$ cat src/magb_pkg.sv
// shared types, constants and helpers for the magnetometer bias calibration block
// no dependencies
`default_nettype none

package magb_pkg;

  localparam int unsigned SAMPLES_PER_PHASE = 10;
  localparam int unsigned SCALE_FRAC_BITS = 12;

  localparam int unsigned RAW_W = 16;
  localparam int unsigned TOTAL_W = 24;
  localparam int unsigned SCALE_W = 16;
  localparam int unsigned PROD_W = RAW_W + SCALE_W + 1;
  localparam int unsigned DEN_W = TOTAL_W + 2;
  localparam int unsigned AXES = 3;
  localparam int unsigned AX_W = 2;

  localparam longint unsigned K_XY_NUM =
    64'(7656) * 64'(SAMPLES_PER_PHASE) * (64'(1) << SCALE_FRAC_BITS);
  localparam longint unsigned K_Z_NUM =
    64'(7128) * 64'(SAMPLES_PER_PHASE) * (64'(1) << SCALE_FRAC_BITS);
  localparam int unsigned NUM_W = $clog2(K_XY_NUM + 1);
  localparam int unsigned CNT_W = $clog2(NUM_W);

  localparam logic [SCALE_W-1:0] SCALE_ONE = SCALE_W'(64'(1) << SCALE_FRAC_BITS);
  localparam logic signed [RAW_W-1:0] SAT_LIMIT = -16'sd4096;
  localparam logic [AX_W-1:0] AX_X = 2'd0;
  localparam logic [AX_W-1:0] AX_Z = 2'd2;
  localparam logic [AX_W-1:0] AX_LAST = AX_W'(AXES - 1);

  typedef enum logic [2:0] {
    OP_START    = 3'd0,
    OP_POS      = 3'd1,
    OP_NEG      = 3'd2,
    OP_FINISH   = 3'd3,
    OP_MEASURE  = 3'd4
  } op_e;

  typedef struct packed {
    logic sub;
    logic capture;
  } magb_unit_req_t;

  typedef struct packed {
    logic            start;
    logic [AX_W-1:0] axis;
  } magb_div_req_t;

  function automatic logic [NUM_W-1:0] k_num(input logic [AX_W-1:0] axis);
    logic [NUM_W-1:0] k;
    case (axis)
      AX_Z:    k = NUM_W'(K_Z_NUM);
      default: k = NUM_W'(K_XY_NUM);
    endcase
    return k;
  endfunction

endpackage

`default_nettype wire

$ cat src/magnetometer_bias_calibration_top.sv
// top level: sequencer, calibration state and stream ports
// depends on magb_pkg, magb_axis_unit, magb_div
`default_nettype none

// Three-axis magnetometer self-test calibration. Each request on the input stream
// (op in tuser: start, positive-bias sample, negative-bias sample, finish, measure)
// produces exactly one result on the output stream: x/y/z in tdata and the
// calibration error flag in tuser. Requests are handled one at a time; the axes go
// one after another through one shared add/multiply unit and one serial divider.
// The divider makes one quotient bit per cycle. A new request is taken while
// the previous result still waits in the output register.
module magnetometer_bias_calibration_top
  import magb_pkg::*;
(
  input  wire logic        clk_i,
  input  wire logic        rst_ni,
  input  wire logic        s_axis_tvalid_i,
  output logic             s_axis_tready_o,
  input  wire logic [47:0] s_axis_tdata_i,   // x_raw, y_raw, z_raw
  input  wire logic [2:0]  s_axis_tuser_i,   // op
  output logic             m_axis_tvalid_o,
  input  wire logic        m_axis_tready_i,
  output logic [47:0]      m_axis_tdata_o,   // x_out, y_out, z_out
  output logic [0:0]       m_axis_tuser_o    // cal_error
);

  typedef enum logic [6:0] {
    ST_IDLE = 7'b0000001,
    ST_ACC  = 7'b0000010,
    ST_MUL  = 7'b0000100,
    ST_SCL  = 7'b0001000,
    ST_DIV  = 7'b0010000,
    ST_DIVW = 7'b0100000,
    ST_OUT  = 7'b1000000
  } state_e;

  state_e                     state_q, state_d;
  op_e                        op_q, op_d;
  logic [AX_W-1:0]            ax_q, ax_d;
  logic signed [TOTAL_W-1:0]  totals_q [AXES];
  logic signed [TOTAL_W-1:0]  totals_d [AXES];
  logic [SCALE_W-1:0]         scales_q [AXES];
  logic [SCALE_W-1:0]         scales_d [AXES];
  logic                       flag_q, flag_d;
  logic signed [RAW_W-1:0]    raw_q [AXES];
  logic signed [RAW_W-1:0]    raw_d [AXES];
  logic [RAW_W-1:0]           res_q [AXES];
  logic [RAW_W-1:0]           res_d [AXES];
  logic                       m_valid_q, m_valid_d;
  logic [47:0]                m_data_q, m_data_d;
  logic                       m_user_q, m_user_d;

  magb_unit_req_t             unit_req;
  logic signed [TOTAL_W-1:0]  unit_total;
  logic signed [RAW_W-1:0]    unit_scaled;
  magb_div_req_t              div_req;
  logic                       div_done;
  logic [SCALE_W-1:0]         div_quot;
  logic [TOTAL_W-1:0]         mag;
  logic                       accept;

  assign s_axis_tready_o = (state_q == ST_IDLE);
  assign accept          = s_axis_tvalid_i & s_axis_tready_o;
  assign mag = totals_q[ax_q][TOTAL_W-1] ? TOTAL_W'(-totals_q[ax_q]) : TOTAL_W'(totals_q[ax_q]);

  magb_axis_unit u_unit (
    .clk_i    (clk_i),
    .req_i    (unit_req),
    .raw_i    (raw_q[ax_q]),
    .total_i  (totals_q[ax_q]),
    .scale_i  (scales_q[ax_q]),
    .total_o  (unit_total),
    .scaled_o (unit_scaled)
  );

  magb_div u_div (
    .clk_i  (clk_i),
    .rst_ni (rst_ni),
    .req_i  (div_req),
    .mag_i  (mag),
    .done_o (div_done),
    .quot_o (div_quot)
  );

  always_comb begin
    state_d   = state_q;
    op_d      = op_q;
    ax_d      = ax_q;
    totals_d  = totals_q;
    scales_d  = scales_q;
    flag_d    = flag_q;
    raw_d     = raw_q;
    res_d     = res_q;
    m_valid_d = m_valid_q;
    m_data_d  = m_data_q;
    m_user_d  = m_user_q;
    unit_req  = '0;
    div_req   = '0;
    div_req.axis = ax_q;

    if (m_axis_tready_i) begin
      m_valid_d = 1'b0;
    end

    case (state_q)
      ST_IDLE: begin
        if (accept) begin
          op_d     = op_e'(s_axis_tuser_i);
          raw_d[0] = s_axis_tdata_i[15:0];
          raw_d[1] = s_axis_tdata_i[31:16];
          raw_d[2] = s_axis_tdata_i[47:32];
          ax_d     = AX_X;
          res_d    = '{default: '0};
          case (op_e'(s_axis_tuser_i))
            OP_START: begin
              totals_d = '{default: '0};
              scales_d = '{default: SCALE_ONE};
              flag_d   = 1'b0;
              state_d  = ST_OUT;
            end
            OP_POS, OP_NEG: state_d = ST_ACC;
            OP_FINISH:      state_d = ST_DIV;
            OP_MEASURE:     state_d = ST_MUL;
            default:        state_d = ST_OUT;
          endcase
        end
      end
      ST_ACC: begin
        unit_req.sub   = (op_q == OP_NEG);
        totals_d[ax_q] = unit_total;
        if (raw_q[ax_q] <= SAT_LIMIT) begin
          flag_d = 1'b1;
        end
        if (ax_q == AX_LAST) begin
          state_d = ST_OUT;
        end else begin
          ax_d = ax_q + 1'b1;
        end
      end
      ST_MUL: begin
        unit_req.capture = 1'b1;
        state_d          = ST_SCL;
      end
      ST_SCL: begin
        res_d[ax_q] = unit_scaled;
        if (ax_q == AX_LAST) begin
          state_d = ST_OUT;
        end else begin
          ax_d    = ax_q + 1'b1;
          state_d = ST_MUL;
        end
      end
      ST_DIV: begin
        if (flag_q || (totals_q[ax_q] == '0)) begin
          res_d[ax_q] = scales_q[ax_q];
          if (ax_q == AX_LAST) begin
            state_d = ST_OUT;
          end else begin
            ax_d = ax_q + 1'b1;
          end
        end else begin
          div_req.start = 1'b1;
          state_d       = ST_DIVW;
        end
      end
      ST_DIVW: begin
        if (div_done) begin
          scales_d[ax_q] = div_quot;
          res_d[ax_q]    = div_quot;
          if (ax_q == AX_LAST) begin
            state_d = ST_OUT;
          end else begin
            ax_d    = ax_q + 1'b1;
            state_d = ST_DIV;
          end
        end
      end
      ST_OUT: begin
        if (!m_valid_q || m_axis_tready_i) begin
          m_valid_d = 1'b1;
          m_data_d  = {res_q[2], res_q[1], res_q[0]};
          m_user_d  = flag_q;
          state_d   = ST_IDLE;
        end
      end
      default: state_d = ST_IDLE;
    endcase
  end

  always_ff @(posedge clk_i or negedge rst_ni) begin
    if (!rst_ni) begin
      state_q   <= ST_IDLE;
      ax_q      <= AX_X;
      totals_q  <= '{default: '0};
      scales_q  <= '{default: SCALE_ONE};
      flag_q    <= 1'b0;
      m_valid_q <= 1'b0;
    end else begin
      state_q   <= state_d;
      ax_q      <= ax_d;
      totals_q  <= totals_d;
      scales_q  <= scales_d;
      flag_q    <= flag_d;
      m_valid_q <= m_valid_d;
    end
  end

  always_ff @(posedge clk_i) begin
    op_q     <= op_d;
    raw_q    <= raw_d;
    res_q    <= res_d;
    m_data_q <= m_data_d;
    m_user_q <= m_user_d;
  end

  assign m_axis_tvalid_o = m_valid_q;
  assign m_axis_tdata_o  = m_data_q;
  assign m_axis_tuser_o  = m_user_q;

endmodule

`default_nettype wire

$ cat src/magb_div.sv
// serial restoring divider: scale = K numerator / (5 * |total|), saturated to 16 bits
// one quotient bit per cycle; depends on magb_pkg
`default_nettype none

module magb_div
  import magb_pkg::*;
(
  input  wire logic                  clk_i,
  input  wire logic                  rst_ni,
  input  wire magb_div_req_t         req_i,
  input  wire logic [TOTAL_W-1:0]    mag_i,
  output logic                       done_o,
  output logic [SCALE_W-1:0]         quot_o
);

  logic                busy_q;
  logic                done_q;
  logic [CNT_W-1:0]    cnt_q;
  logic [NUM_W-1:0]    num_q;
  logic [DEN_W-1:0]    rem_q;
  logic [DEN_W-1:0]    den_q;
  logic [DEN_W-1:0]    den_d;
  logic [DEN_W:0]      shifted;
  logic [DEN_W:0]      diff;
  logic                ge;

  assign den_d   = ({2'b00, mag_i} << 2) + {2'b00, mag_i};
  assign shifted = {rem_q, num_q[NUM_W-1]};
  assign ge      = shifted >= {1'b0, den_q};
  assign diff    = shifted - {1'b0, den_q};

  always_ff @(posedge clk_i or negedge rst_ni) begin
    if (!rst_ni) begin
      busy_q <= 1'b0;
      done_q <= 1'b0;
      cnt_q  <= '0;
    end else begin
      done_q <= 1'b0;
      if (req_i.start) begin
        busy_q <= 1'b1;
        cnt_q  <= CNT_W'(NUM_W - 1);
      end else if (busy_q) begin
        if (cnt_q == '0) begin
          busy_q <= 1'b0;
          done_q <= 1'b1;
        end else begin
          cnt_q <= cnt_q - 1'b1;
        end
      end
    end
  end

  always_ff @(posedge clk_i) begin
    if (req_i.start) begin
      num_q <= k_num(req_i.axis);
      rem_q <= '0;
      den_q <= den_d;
    end else if (busy_q) begin
      num_q <= {num_q[NUM_W-2:0], ge};
      rem_q <= ge ? diff[DEN_W-1:0] : shifted[DEN_W-1:0];
    end
  end

  assign done_o = done_q;
  assign quot_o = (|num_q[NUM_W-1:SCALE_W]) ? {SCALE_W{1'b1}} : num_q[SCALE_W-1:0];

endmodule

`default_nettype wire

$ cat src/magb_axis_unit.sv
// shared per-axis datapath: saturating total add/subtract and raw times scale
// depends on magb_pkg
`default_nettype none

module magb_axis_unit
  import magb_pkg::*;
(
  input  wire logic                       clk_i,
  input  wire magb_unit_req_t             req_i,
  input  wire logic signed [RAW_W-1:0]    raw_i,
  input  wire logic signed [TOTAL_W-1:0]  total_i,
  input  wire logic [SCALE_W-1:0]         scale_i,
  output logic signed [TOTAL_W-1:0]       total_o,
  output logic signed [RAW_W-1:0]         scaled_o
);

  localparam logic signed [PROD_W-1:0] FRAC_MASK =
    PROD_W'((64'(1) << SCALE_FRAC_BITS) - 1);
  localparam logic signed [PROD_W-1:0] OUT_MAX = PROD_W'(32767);
  localparam logic signed [PROD_W-1:0] OUT_MIN = -PROD_W'(32768);

  logic signed [TOTAL_W:0]   sum;
  logic signed [PROD_W-1:0]  prod_q;
  logic signed [PROD_W-1:0]  adj;
  logic signed [PROD_W-1:0]  shr;

  assign sum = req_i.sub ? (TOTAL_W+1)'(total_i) - (TOTAL_W+1)'(raw_i)
                         : (TOTAL_W+1)'(total_i) + (TOTAL_W+1)'(raw_i);

  always_comb begin
    if (sum[TOTAL_W] != sum[TOTAL_W-1]) begin
      total_o = sum[TOTAL_W] ? {1'b1, {(TOTAL_W-1){1'b0}}} : {1'b0, {(TOTAL_W-1){1'b1}}};
    end else begin
      total_o = sum[TOTAL_W-1:0];
    end
  end

  always_ff @(posedge clk_i) begin
    if (req_i.capture) begin
      prod_q <= PROD_W'(raw_i) * $signed({1'b0, scale_i});
    end
  end

  // round toward zero for negative products
  assign adj = prod_q[PROD_W-1] ? prod_q + FRAC_MASK : prod_q;
  assign shr = adj >>> SCALE_FRAC_BITS;

  always_comb begin
    if (shr > OUT_MAX) begin
      scaled_o = 16'sh7FFF;
    end else if (shr < OUT_MIN) begin
      scaled_o = -16'sh8000;
    end else begin
      scaled_o = shr[RAW_W-1:0];
    end
  end

endmodule

`default_nettype wire
$ cat config.mk
export PLATFORM = sky130hd
export DESIGN_NAME = magnetometer_bias_calibration_top
export DESIGN_NICKNAME = d
export VERILOG_FILES = /design/src/magb_pkg.sv /design/src/magnetometer_bias_calibration_top.sv /design/src/magb_div.sv /design/src/magb_axis_unit.sv
export SDC_FILE = /design/constraint.sdc
export NUM_CORES = 2
export LEC_CHECK = 0
export ABC_AREA = 1
export BUFFER_PORTS_ARGS = -buffer_cell sky130_fd_sc_hd__buf_2
export CAP_MARGIN = 10
export CORE_MARGIN = 3
export CORE_UTILIZATION = 35
export CTS_BUF_LIST = sky130_fd_sc_hd__clkbuf_4
export DETAILED_ROUTE_END_ITERATION = 16
export GPL_ROUTABILITY_DRIVEN = 1
export PLACE_DENSITY = 0.53
export SLEW_MARGIN = 20
export SYNTH_ARGS = -nofsm -noshare
export SYNTH_HDL_FRONTEND = slang
export SYNTH_SLANG_ARGS = --single-unit
$ cat constraint.sdc
create_clock -name clk_i -period 21.8 [get_ports clk_i]
set_input_delay 1.09 -clock clk_i [delete_from_list [all_inputs] [get_ports clk_i]]
set_output_delay 1.09 -clock clk_i [all_outputs]
set_load 0.02 [all_outputs]
==> run summary <==
WS Path Type: flip-flop to flip-flop
Ys Warns: 0
Multi-input gate area: 0.01781 mm²
RSZ-0062 raised after global routing: no
CP Max Fanout: 46
Final number of setup-violating endpoints: 0
# Post-CTS Setup Buffers: 0
Final GP Congestion: 0.8782
Starting Density: 35.51%
Count of state elements after synthesis: 400
F_max: 118.8 MHz
Fillers: 9554
Remaining global-route overflow: 0
R2r setup slk: 13.38 ns
Hold Vio Cnt, Final: 0
Ports: 106
Routed WL per cell: 17.56 µm
DRC viols: 0
Post_cts resized: 0
IO buf count: 105
Post-route setup TNS: 0 ns
CTS tree: done
Final net count: 4568
CP Launch Type: flip-flop
Die Width: 309.1 µm
Worst Max-Slew Pin Slew: 1.065 ns
H-tree levels: 3
Sequential area share after synthesis: 34.41%
Status: complete, no violations
Post-synth EDFFs: 236
FF+latch area: 0.01107 mm²
Vias in the first global route: 27060
Period minus WS final: 8.418 ns
Initial antenna violation count: 5
Most used routing layer: met2
Die ar.: 0.09556 mm²
Die H: 309.1 µm
Hold_buf cts: 0
Initial DRC count: 1700
Clock buffer depth: 3
Endpoint class of the critical path: flip-flop
First-pass GRT wire length: 150800 µm
Fraction of layout cells with a size suffix above 1: 10.16%
Total vias in the final route: 26650
CTS buffer count: 112
Mapped cell area: 0.03216 mm²
Asr flop ratio synth: 34.50%
Largest net degree at the start of global routing: 71
Crit path DAT: 9.07 ns
Number of distinct library cells after synthesis: 72
Slew Viols, Final: 0
Met3 global-route usage: 3.827%
Clock Root Buffer: clkbuf_4
Post-Route WL: 94520 µm
Max Cap Violations: 0
Std cell rows: 110
Slew HR: 28.84%
Data required, critical path: 22.46 ns
Global Route met2 Usage: 32.34%
Core area: 0.09056 mm²
Gr usage total: 20.11%
Clock skew: 0.05859 ns
Clock slew at reported path FFs: 0.07 ns
Sink Count: 400
Met1 Use GR: 27.42%
Worst hold path type: input pin to async pin
Detailed Routing Iterations Pass 1: 8
Final ANT Viol Nets: 0
DR vias/cell: 4.952
Area grow syn2layout: 9.730%
Primary FF master, synth: edfxtp_1
Avg Cell Area, Syn: 8.046 µm²
Mapped Nets: 4450
Synthesized instance count: 3997
Period utilisation layout: 38.62%
Clk Latency, worst-skew pair: 0.94 ns
Hpwl dp: 68660 µm
[cells by family after synthesis]
kind of cell               synth area share (%)
xor gates and xnor gates                  3.976
and+or+nand+nor                           22.16
DFF                                       34.41
buffers and inverters                     10.39
adders and majority gates                 20.08
AOI/OAI and AO/OA                         8.976
[state kept, by name, summed over array words and instances (netlist names), 7 cells and up]
signal	cells
u_div.den_q	26
totals_q	72
state_q	7
scales_q	48
u_div.num_q	29
u_unit.prod_q	33
raw_q	48
u_div.rem_q	26
res_q	48
m_axis_tdata_o	48
[per-layer routing]
metal	wire length (µm)	part of all wire, %
met3	6265	6.6
met5	29	0.031
met4	2686	2.8
met2	42880	45
met1	42660	45
[area by class of cell]
class	instances	area share [%]
Multi-Input combinational cell	2749	50.48
Sequential cell	400	31.36
Inverter	714	7.605
Tap cell	1176	4.170
Clock buffer	164	3.489
Timing Repair Buffer	138	2.209
Clock inverter	37	0.6595
Antenna cell	4	0.02836
[critical path, cell delays in order (launching register included)]
cell      delay, ns
dfrtp_1        0.36
buf_4          0.22
inv_4          0.51
nor2_4         0.19
buf_4          0.36
a32oi_1        0.37
clkinv_1       0.67
nand2_1        0.25
inv_1          0.08
fa_1           0.50
inv_1          0.05
fa_1           0.53
inv_1          0.05
fa_1           0.52
fa_1           0.46
fa_1           0.54
inv_1          0.05
fa_1           0.52
inv_1          0.04
ha_1           0.35
nand2_1        0.11
nor4_1         0.37
nand2_1        0.09
o211ai_1       0.34
nand2_1        0.10
o211ai_1       0.14
a21oi_1        0.12
xor2_1         0.16
[cell usage after synthesis, drive strengths merged, types with 16 or more instances]
master	number	area, µm²
edfxtp	236	7087
a21oi	132	660.6
buf	54	357.8
ha	201	2515
nand2	1105	4220
nor2	325	1267
nand4	27	175.2
dfxtp	26	520.5
o22ai	20	125.1
a31o	20	175.2
o211ai	20	155.1
inv	702	2638
o21ai	205	1041
nor3	34	186.4
nor4	16	127.6
or2	16	100.1
dfrtp	134	3353
xor2	92	805.8
fa	197	3944
xnor2	54	473.0
clkbuf	80	300.3
nand3	188	983.5
[final timing paths]
check	cells after the start	endpoint	start
setup / recovery	27	u_unit.prod_q[32]	ax_q[1]
hold / removal	1	totals_q[38]	rst_ni
setup reg to reg	27	u_unit.prod_q[32]	ax_q[1]
hold reg to reg	0	m_axis_tdata_o[3]	res_q[35]
max in group asynchronous	2	m_axis_tvalid_o	rst_ni
min in group clk_i	1	raw_q[37]	s_axis_tdata_i[5]
[metrics by stage]
stage	std cells	setup slack [ns]	util (%)	hold WS, ns	instance area [µm²]
after global routing	5379	12.83	38.96	0.1640	35280
final	5382	13.38	38.97	0.1604	35290
after global placement	5177	13.63	37.33	0.4442	33810
after CTS	5378	13.39	38.95	0.1224	35270
after detailed placement	5177	13.44	37.33	0.4519	33810
after floorplan	3997	14.60	-	0.4207	32160
[cell usage in the layout (no fill, tap or decap), types with 132 or more instances in the layout]
master	count
inv_1	693
a21oi_1	132
nand3_1	181
nor2_1	305
clkbuf_4	164
ha_1	201
edfxtp_1	236
fa_1	197
dfrtp_1	133
nand2_1	1080
o21ai_0	177
Power is not shown: default switching activity piles up to over one toggle a cycle in this logic, so the estimate is an artifact.
